`src/hdl/cwi_ram.sv`:
```
`default_nettype none
module cwi_ram #(
  parameter int WIDTH = 8,
  parameter int DEPTH = 64
) (
  input  wire logic                       clk,
  input  wire logic                       we,
  input  wire logic [$clog2(DEPTH)-1:0]   waddr,
  input  wire logic [WIDTH-1:0]           wdata,
  input  wire logic [$clog2(DEPTH)-1:0]   raddr,
  output logic [WIDTH-1:0]                rdata
);

  logic [WIDTH-1:0] mem [DEPTH];

  always_ff @(posedge clk) begin
    if (we) mem[waddr] <= wdata;
    rdata <= mem[raddr];
  end

endmodule
`default_nettype wire

```
`config.mk`:
```
export PLATFORM = sky130hd
export DESIGN_NAME = cwi_ram
export DESIGN_NICKNAME = d
export VERILOG_FILES = /design/src/hdl/cwi_ram.sv
export SDC_FILE = /design/constraint.sdc
export NUM_CORES = 1
export LEC_CHECK = 0
export BUFFER_PORTS_ARGS = -buffer_cell sky130_fd_sc_hd__buf_2
export CORE_MARGIN = 10
export CORE_UTILIZATION = 35
export DETAILED_ROUTE_END_ITERATION = 12
export PLACE_DENSITY = 0.52
export SLEW_MARGIN = 10
export SYNTH_ARGS = -nofsm -noshare
export SYNTH_HDL_FRONTEND = slang
export SYNTH_SLANG_ARGS = --single-unit
```
`constraint.sdc`:
```
create_clock -name clk -period 2.9 [get_ports clk]
set_input_delay 0.29 -clock clk [delete_from_list [all_inputs] [get_ports clk]]
set_output_delay 0.29 -clock clk [all_outputs]
set_load 0.005 [all_outputs]
```
### After elaboration in Yosys (flattened, before gate mapping)

Memory sizes are Yosys's and may differ from the RTL's. A register that Yosys moved wholly into a read port is not among the register bits.
Cells that the tools add are included.

* register bits: 0
* memory bits (writable): 512
* memories: 1

Memories
* mem: depth 64, bits a word 8, rd ports 1, clocked after memory_dff 1, write ports 1, RTL line 14 `logic [WIDTH-1:0] mem [DEPTH];`

* muxes and demuxes: 2

Operator list (count)
* $mux 1: 2

### Depth between registers and ports, before layout

* depth after elaboration: 2
* depth in mapped cells: 9
* gate-level depth less buffers: 5

### Worst setup path after synthesis

No wires, ideal clock.

* path type: input to register
* from: input port raddr[1]
* to: register rdata[3] (read register of mem)
* data arrival time: 1.830 ns
* data required time: 2.772 ns
* slack: 0.942 ns
* stages on the path: 7
* path buffers: 3
* cell sequence: buf_4 buf_2 buf_2 mux4_2 mux4_2 o21ai_1 o41ai_1

RTL lines
* start, declared: RTL line 10 `input wire logic [$clog2(DEPTH)-1:0] raddr,`
* end, declared: RTL line 11 `output logic [WIDTH-1:0] rdata`

==> impl_metrics.ini <==
[run_status]
status = complete, no violations

[synth]
synth_cell_types = 40
synth_nets = 962
ys.flop_type = edfxtp_1
synth_warnings = 0
synthTopCellsByArea = edfxtp_1 (76%), mux4_2 (14%), nor2_1 (1.5%), mux2i_1 (1.1%), dfxtp_1 (0.79%)
synth_edf_count = 512
yosysTopAreaCell = edfxtp_1
syn-instance-count = 940
synth-seq-cells = 520
avgSynthCellArea_um2 = 21.5
mappedNetlistArea_mm2 = 0.0202
synth_top_area_frac = 0.762
synthArstFlopShare = 0
yosysSeqAreaShare = 0.770

[worst_setup_path]
r2r-start = mem[29][6]
critPathCaptureType = register
crit_arrival_ps = 2620
required_ps = 3360
rr_endpoint = rdata[6]
cp-start-kind = register
critPathLaunch = mem[29][6]
ff2ff_path_depth = 5
critPathKind = reg2reg
path_max_fanout = 1
r2r_slack_ps = 740

[timing]
fin_crit_sh = 0.746
period_minus_slack_ps = 2160
clock_skew_ps = 25.2
maxSlewViolCount = 0
timing.setup.tns_ps = 0
tightest_slew_ps = 1180
hold_viol = 0
fmax_mhz = 462
holdWs_ps = 153
rsz0062_at_grt = no
maxSlewHeadroom = 0.213
final-setup-viol-count = 0

[placement]
io_buffers = 29
dp_hpwl_um = 30900
gp_congestion = 0.776
placed_area_mm2 = 0.0218

[routing]
wl_per_cell_um = 26.4
drt_wl_total_um = 49300
first_pass_iters = 5
drcViolationCount = 0
vias_per_cell = 5.18
ant_nets = 0
drt_iter0_drc = 986
num_vias = 9686

[floorplan]
die_w_um = 260
core_area_mm2 = 0.0567
placementRows = 87
die_area_mm2 = 0.0676
io_pins = 30
die_y_um = 260
start_util = 0.356

[global_routing]
grt_pass1_vias = 10200
grt_start_max_net_pins = 65
grt-ovfl-total = 0
track_usage = 0.148
grt_pass1_wl_um = 72900
antenna_found_initial = 4

[cts]
cts_max_level = 2
cts_tree = yes
numCtsBuffers = 53
cts_setup_buffers = 0
root_buffer = clkbuf_16
clk_path_buf_depth = 3
postCtsHoldBufs = 0
ctsResizeCount = 0
numClockSinks = 520
clk_pin_slew_ps = 60
clock_latency_ps = 610

[layout]
finalInstanceArea_mm2 = 0.0234
antenna-diode-count = 0
final_nets = 1092
fin_util = 0.413
fill_cells = 4954
areaGrowthSynthToFinish_pct = 16.3
drive_above_1_share = 0.309

[pwr]
fin_total_pwr_mw = 15.8
vdd_ir_drop_max_v = 0.000407
power.density_mw_per_mm2 = 673
p_leak_nw = 7.43

[min_path]
hold_end = rdata[4]
min_from = raddr[5]
hold_depth = 3
min_path_type = in2reg

[job]
max_cap_viol_count = 0
==> cell usage in the layout, fill, tap and decap left out, types with 9 or more instances in the layout <==
cell type,n
edfxtp_1,512
mux4_2,126
buf_4,94
nor2_1,83
clkbuf_16,53
buf_2,25
mux2i_1,23
nand2_1,19
nor2b_1,14
clkbuf_1,14
mux2_2,13
nand3_1,13
clkinv_2,9
==> report_power, final <==
group          switching (mW)  internal [mW]  leakage, nW
clock network            2.83           3.79        0.820
registers              0.0362           8.32         4.67
logic                   0.486          0.309         1.93
==> critical path: stages, from the launching register on <==
cell and delay, ps:
edfxtp_1 360, mux4_2 490, mux2_2 320, o221a_2 290
nor3_1 410, o32ai_1 150
==> routing by layer <==
metal / track usage / part of all wire
met1: 0.201 / 0.43
met3: 0.0331 / 0.062
met5: 0 / 0.00075
met4: 0.0390 / 0.020
met2: 0.239 / 0.49
==> final cells by class <==
class / count / area [µm²] / area share
Sequential cell: 520 / 15500 / 0.663
Multi-Input combinational cell: 369 / 4320 / 0.184
Clock inverter: 25 / 225 / 0.00961
Tap cell: 756 / 946 / 0.0403
Clock buffer: 73 / 1460 / 0.0623
Timing Repair Buffer: 126 / 965 / 0.0411
==> through the flow <==
step / setup slack (ps) / instances
2_1_floorplan: 942 / 940
3_3_place_gp: 344 / 1771
3_5_place_dp: 279 / 1771
4_1_cts: 710 / 1869
5_1_grt: 662 / 1869
6_report: 738 / 1869
==> cells by family (layout without fill, tap and decap cells) <==
| family | Yosys count | count (layout) | synth area share |
|---|---|---|---|
| compound gates | 54 | 54 | 0.0207 |
| mux | 162 | 162 | 0.159 |
| buf+inv | 51 | 224 | 0.0157 |
| simple gates | 153 | 153 | 0.0339 |
| flops | 520 | 520 | 0.770 |
==> state kept, by name (all words and copies together), names as in the netlist <==
| name | cells |
|---|---|
| rdata | 8 |
| mem | 512 |
==> Yosys cell counts (3+ instances only) <==
| cell type | n |
|---|---|
| buf_4 | 13 |
| a221oi_1 | 6 |
| nand3_1 | 13 |
| mux4_2 | 126 |
| buf_1 | 4 |
| edfxtp_1 | 512 |
| nand2_1 | 19 |
| o22ai_1 | 8 |
| buf_2 | 11 |
| mux2i_1 | 23 |
| nor2b_1 | 14 |
| o2bb2ai_1 | 3 |
| dfxtp_1 | 8 |
| clkbuf_1 | 17 |
| nand2b_1 | 7 |
| nor3_1 | 7 |
| a21oi_1 | 3 |
| nand3b_1 | 3 |
| nor2_1 | 83 |
| buf_6 | 4 |
| o2111ai_1 | 3 |
| mux2_2 | 13 |
| a22oi_1 | 3 |
| a211oi_1 | 4 |
| o221ai_1 | 8 |
==> worst max path at each step <==
stage                     cells after the start  slack (ps)        to
after floorplan                               7         940  rdata[3]
after CTS                                     5         710  rdata[4]
after global routing                          5         660  rdata[6]
after global placement                        6         340  rdata[7]
final                                         5         740  rdata[6]
after detailed placement                      7         280  rdata[5]
Power figures use the tool's default switching activity.
