<file path="src/hdl/cwi_pkg.sv">
`default_nettype none
package cwi_pkg;

  localparam int MAX_WINDOW   = 64;
  localparam int PRICE_WIDTH  = 32;
  localparam int VOLUME_WIDTH = 40;
  localparam int PERIOD_WIDTH = 7;
  localparam int RSI_WIDTH    = 23;
  localparam int CFG_IDX_W    = 2;

  localparam int PTR_W  = (MAX_WINDOW > 1) ? $clog2(MAX_WINDOW) : 1;
  localparam int K_W    = $clog2(MAX_WINDOW + 1);
  localparam int SEEN_W = $clog2(MAX_WINDOW + 2);
  localparam int SUM_W  = PRICE_WIDTH + PTR_W;
  localparam int VSUM_W = VOLUME_WIDTH + 1 + PTR_W;
  localparam int DVD_W  = SUM_W + RSI_WIDTH;
  localparam int DVS_W  = SUM_W + 1;
  localparam int DCNT_W = $clog2(DVD_W);

  localparam logic [RSI_WIDTH-1:0] RSI_FULL = RSI_WIDTH'(6553600);
  localparam logic [SEEN_W-1:0] SEEN_MAX = SEEN_W'(MAX_WINDOW + 1);

  localparam logic [CFG_IDX_W-1:0] CFG_SMA = 2'd0;
  localparam logic [CFG_IDX_W-1:0] CFG_RSI = 2'd1;
  localparam logic [CFG_IDX_W-1:0] CFG_ATR = 2'd2;
  localparam logic [CFG_IDX_W-1:0] CFG_OBV = 2'd3;

  localparam logic [PERIOD_WIDTH-1:0] SMA_RESET = 7'd20;
  localparam logic [PERIOD_WIDTH-1:0] RSI_RESET = 7'd14;
  localparam logic [PERIOD_WIDTH-1:0] ATR_RESET = 7'd14;
  localparam logic [PERIOD_WIDTH-1:0] OBV_RESET = 7'd5;

  typedef struct packed {
    logic [PRICE_WIDTH-1:0]         close;
    logic signed [PRICE_WIDTH:0]    change;
    logic [PRICE_WIDTH-1:0]         range;
    logic signed [VOLUME_WIDTH:0]   svol;
  } ring_entry_t;

  function automatic logic [PERIOD_WIDTH-1:0] clamp_period(input logic [PERIOD_WIDTH-1:0] p);
    logic [PERIOD_WIDTH-1:0] r;
    r = p;
    if (p == '0) r = PERIOD_WIDTH'(1);
    else if (32'(p) > MAX_WINDOW) r = PERIOD_WIDTH'(MAX_WINDOW);
    return r;
  endfunction

endpackage
`default_nettype wire

</file>
<file path="src/hdl/cwi_divider.sv">
`default_nettype none
module cwi_divider import cwi_pkg::*; (
  input  wire logic             clk,
  input  wire logic             rst,
  input  wire logic             start,
  input  wire logic [DVD_W-1:0] dividend,
  input  wire logic [DVS_W-1:0] divisor,
  output logic                  done,
  output logic [DVD_W-1:0]      quotient
);

  logic              busy;
  logic [DCNT_W-1:0] cnt;
  logic [DVS_W-1:0]  rem;
  logic [DVS_W-1:0]  dvs;
  logic [DVS_W:0]    rem_shift;
  logic              fits;

  assign rem_shift = {rem, quotient[DVD_W-1]};
  assign fits = rem_shift >= {1'b0, dvs};

  always_ff @(posedge clk) begin
    if (rst) begin
      busy <= 1'b0;
      done <= 1'b0;
      cnt  <= '0;
    end else begin
      done <= busy && (cnt == DCNT_W'(DVD_W - 1));
      if (start) begin
        busy <= 1'b1;
        cnt  <= '0;
      end else if (busy) begin
        cnt <= cnt + DCNT_W'(1);
        if (cnt == DCNT_W'(DVD_W - 1)) busy <= 1'b0;
      end
    end
  end

  always_ff @(posedge clk) begin
    if (start) begin
      quotient <= dividend;
      rem      <= '0;
      dvs      <= divisor;
    end else if (busy) begin
      quotient <= {quotient[DVD_W-2:0], fits};
      rem      <= fits ? DVS_W'(rem_shift - {1'b0, dvs}) : rem_shift[DVS_W-1:0];
    end
  end

endmodule
`default_nettype wire
</file>
<file path="config.mk">
export PLATFORM = sky130hd
export DESIGN_NAME = cwi_divider
export DESIGN_NICKNAME = d
export VERILOG_FILES = /design/src/hdl/cwi_pkg.sv /design/src/hdl/cwi_divider.sv
export SDC_FILE = /design/constraint.sdc
export NUM_CORES = 1
export LEC_CHECK = 0
export ABC_AREA = 1
export BUFFER_PORTS_ARGS = -buffer_cell sky130_fd_sc_hd__buf_2
export CAP_MARGIN = 20
export CORE_ASPECT_RATIO = 1.5
export CORE_UTILIZATION = 57
export DETAILED_ROUTE_END_ITERATION = 10
export PLACE_DENSITY = 0.84
export SLEW_MARGIN = 10
export SYNTH_ARGS = -nofsm -noshare
export SYNTH_HDL_FRONTEND = slang
export SYNTH_SLANG_ARGS = --single-unit
</file>
<file path="constraint.sdc">
create_clock -name clk -period 3 [get_ports clk]
set_input_delay 0.3 -clock clk [delete_from_list [all_inputs] [get_ports clk]]
set_output_delay 0.3 -clock clk [all_outputs]
set_load 0.02 [all_outputs]
</file>
* Yosys cells after proc, flatten, opt, wreduce, memory -nomap -nowiden
Index checks and enable logic that the tools add are counted.
Cells by class: add/subtract/negate cells 2, magnitude comparators 1, equal/unequal tests 1, multiplexer cells 6, reduce and logical (&&, ||, !) cells 3
Operators with widths (number):
- two-way mux 61 bit | 2
- greater-or-equal comparator 40 x 39 -> 1 bit | 1
- two-way mux 39 bit | 1
- subtractor 39 bit | 1
- adder 6 x 1 -> 6 bit, second input constant | 1
- == test 6 bit, second input constant | 1
- two-way mux 1 bit | 3
- nonzero test 2 bit | 1
- OR reduction 2 bit | 1
- logical AND 1 bit | 1
Word-level totals: register bits after elaboration 147, bits of input ports 103, word-level logic and storage cells 19

* Longest topological paths before layout
depth in word-level cells 4, mapped depth 17, gate-level depth less buffers 16

* Worst setup path before layout
Ideal clock, no wire load.
path kind in2reg, start point input port start, end point register quotient[0], enable pin, data arrival time 2.080 ns, data required time 2.585 ns, slack 0.505 ns, stages on the path 4, buffers on the path 2, path through clkbuf_1 -> nor2_1 -> clkbuf_1 -> inv_1
Between the ends: longest elaborated chain between the ends 1
RTL lines:
- from (decl) | line cwi_divider.sv:5 | input wire logic start,
- nonzero test 2 bit (no line)
- to (signal assigned) | line cwi_divider.sv:41 | quotient <= dividend;
- to (signal assigned) | line cwi_divider.sv:45 | quotient <= {quotient[DVD_W-2:0], fits};
- to (decl) | line cwi_divider.sv:9 | output logic [DVD_W-1:0] quotient
Every way passes these cells. A chain may end at the register's enable or synchronous reset.

* Final worst setup path
start point register quotient[60], end point register rem[0]
Between the ends: longest elaborated chain between the ends 2
RTL lines:
- subtractor 39 bit or greater-or-equal comparator 40 x 39 -> 1 bit (tied branches) | line cwi_divider.sv:46, cwi_divider.sv:20
- two-way mux 39 bit * | line cwi_divider.sv:46 | rem <= fits ? DVS_W'(rem_shift - {1'b0, dvs}) : rem_shift[DVS_W-1:0];
- to (signal assigned) | line cwi_divider.sv:46
- to (decl) | line cwi_divider.sv:14 | logic [DVS_W-1:0] rem;
Mark *: on every way between the ends. The rest lies on a longest branch, timed or not.

==> flow_summary.ini <==
[worst_setup_path]
path_depth = 13
critical_path.endpoint_type = register
cp_common_cell = nor2_1
criticalPathCategory = reg2reg
cp_slowest_cell = edfxtp_1
slowest_delay_ns = 0.40
cp_data_arrival_time_ns = 2.99
crit_family = simple AND/OR/NAND/NOR gates
startpoint_type = register
crit_buf_inv = 2
critPathMaxFanout = 30
path_cells = inv_1, ha_1, fa_1, nor2_1, o21ai_1, nand3_1, nand3_1, nand4_4, buf_12, nor2_1, nor2_1, nand2_1, nand2_1
rr_worst_depth = 13
worst_ep_required_time_ns = 3.32
startpoint = quotient[60]$_DFFE_PP_
timing.rr.start = quotient[60]$_DFFE_PP_

[timing]
clock.fmax_ghz = 0.3753
setup_viol = 0
hold_viol_final = 0
slew_headroom_pct = 59.26
final.setup.tns_ns = 0
tightest_slew_ns = 0.6103
slew_violations = 0
finalCriticalPeriod_ns = 2.664
finClkSkew_ns = 0.009280
rsz0062_at_grt = false
min_period_over_period_pct = 88.82

[synth]
yosysWarnings = 0
yosysTopAreaCell = edfxtp_1
synth_fa_ha_area_share_pct = 5.952
synth_simple_gate_area_share_pct = 35.43
syn-cell-area_mm2 = 0.008955
yosys.cell_types.count = 37
synthArstFlopShare_pct = 0
synthMuxAreaShare_pct = 0
seq_area_frac_synth_pct = 44.04
synth.ff_latch_count = 147
synth_compound_area_share_pct = 4.010
synth_edf_count = 100
synth_top_family_by_area = simple AND/OR/NAND/NOR gates
synth.top_cell.area_share_pct = 33.53
syn-num-nets = 1412
netlist_instances = 1267
syn-mean-instance-area_um2 = 7.068
synthFlopType = edfxtp_1
synthTopCellsByArea = edfxtp_1 34%, nand2_1 24%, dfxtp_1 11%
synthXorXnorAreaFrac_pct = 1.956

[die]
start_util_pct = 58.88
die_w_um = 104.3
dieArea_mm2 = 0.01623
die_y_um = 155.5
core_mm2 = 0.01521
num_io_pins = 165
rows = 55

[global_routing]
grt_pass1_vias = 8412
grt_max_degree = 42
overflow = 0
grt_pass1_wl_mm = 38.76
antenna_found_initial = 0
track_usage_pct = 30.63

[route]
drc = 0
detail_route.vias_per_cell = 5.078
ant_nets = 0
vias = 8343
wl_mm = 23.84
drtIter0Drc = 457
wl_per_cell_um = 14.51
first_pass_iters = 5

[clock_tree]
post_cts_buffers = 0
cts_hold_buffers = 0
cts_tree = built
ctsRootBufferMaster = clkbuf_16
cts_buffers = 17
htreeDepth = 4
cts_sinks = 147
cts_repair_resize_count = 0
clockBufferDepth = 2
clkTransAtPathRegs_ns = 0.07
clk_latency_ns = 0.43

[final_layout]
nets = 1576
postLayoutCoreUtil_pct = 69.55
area_growth_pct = 18.12
drive_gt1_share_pct = 15.51
antenna-diode-count = 0
fillerInstances = 1302

[power]
powerDensity_mw_per_mm2 = 495.8
peakVddDrop_mv = 0.3724
leakage_uw = 0.005485

[hold_path]
whs_path_depth = 1
hp-class = in2reg
min-delay-start = divisor[2]

[place]
dpl.hpwl_mm = 18.19
routabilityCongestion = 0.9613
port_buffers = 164

[job]
max_cap_violations = 0

[status]
status = finished clean
[power breakdown]
| part | internal (µW) | total (µW) | switching (µW) |
|---|---|---|---|
| clock | 1240 | 2160 | 925 |
| sequential | 2330 | 2400 | 69.8 |
| combinational | 231 | 686 | 455 |
| total | 3790 | 5240 | 1450 |
[final cells by class]
| cell class | instances | area [µm²] | share of cell area (%) |
|---|---|---|---|
| clock buffer | 18 | 429.2 | 4.057 |
| multi-input combinational | 926 | 4243 | 40.11 |
| timing repair buffer | 175 | 943.4 | 8.919 |
| tap | 199 | 249.0 | 2.354 |
| sequential | 147 | 3944 | 37.28 |
| clock inverter | 14 | 153.9 | 1.455 |
| inverter | 164 | 615.6 | 5.820 |
[routing by layer]
layer  part of all wire [%]  track usage, %  wire length (µm)
met1                     38           31.50              8970
met2                     52           57.65             12390
met4                    4.3           15.58              1014
met3                    6.1           6.787              1463
met5                      0               0                 0
[cells in the final DEF, fill, tap and decap left out, types with 3 or more instances in the layout]
cell type | synthesis | routed
a21oi_1 | 33 | 33
a31oi_1 | 3 | 3
buf_12 | 0 | 3
buf_2 | 1 | 163
buf_4 | 6 | 9
clkbuf_16 | 0 | 17
clkinvlp_4 | 0 | 3
dfxtp_1 | 47 | 47
edfxtp_1 | 100 | 100
ha_1 | 41 | 41
inv_1 | 160 | 159
inv_2 | 3 | 4
nand2_1 | 567 | 567
nand3_1 | 52 | 52
nand3b_1 | 4 | 4
nand4_1 | 6 | 6
nor2_1 | 145 | 144
nor2_2 | 6 | 7
nor3_1 | 9 | 9
nor3b_1 | 3 | 3
o21ai_0 | 12 | 12
o21ai_1 | 6 | 6
o21bai_1 | 4 | 4
xnor2_1 | 17 | 17
xor2_1 | 3 | 3
[cell usage after synthesis (2+ instances only)]
master    count
a21o_1        2
a21oi_1      33
a21oi_2       2
a31oi_1       3
buf_4         6
clkbuf_1     21
dfxtp_1      47
edfxtp_1    100
ha_1         41
inv_1       160
inv_2         3
nand2_1     567
nand3_1      52
nand3b_1      4
nand4_1       6
nor2_1      145
nor2_2        6
nor3_1        9
nor3b_1       3
o21a_1        2
o21ai_0      12
o21ai_1       6
o21bai_1      4
or2_2         2
xnor2_1      17
xor2_1        3
[stage by stage]
stage / area (µm²) / hold WS [ns] / power, µW / worst slack (ns) / std cells
3_3_place_gp: 9995 / 0.4595 / 3103 / 0.3917 / 1611
3_5_place_dp: 9995 / 0.4691 / 3119 / 0.3184 / 1611
2_1_floorplan: 8955 / 0.3691 / 2849 / 0.5051 / 1267
5_1_grt: 10580 / 0.03133 / 5411 / 0.1458 / 1643
4_1_cts: 10580 / 0.02602 / 5255 / 0.3118 / 1643
6_report: 10580 / 0.03834 / 5245 / 0.3355 / 1643
[flip-flops by register name (all words and copies together) (netlist names)]
signal,cells
done,1
cnt,6
rem,39
dvs,39
busy,1
quotient,61
[cell families after synthesis]
logic type	Yosys count
adders and majority gates	42
buffers and inverters	194
xor gates and xnor gates	20
AOI/OAI and AO/OA	65
DFF	147
and+or+nand+nor	799
[final timing paths]
kind	to	slack, ns
worst max-delay path	rem[0]$_SDFFE_PP0P_	0.34
worst min-delay path	dvs[2]$_DFFE_PP_	0.04
worst max register to register	rem[0]$_SDFFE_PP0P_	0.34
worst min register to register	rem[31]$_SDFFE_PP0P_	0.48
Power figures use the tool's default switching activity.
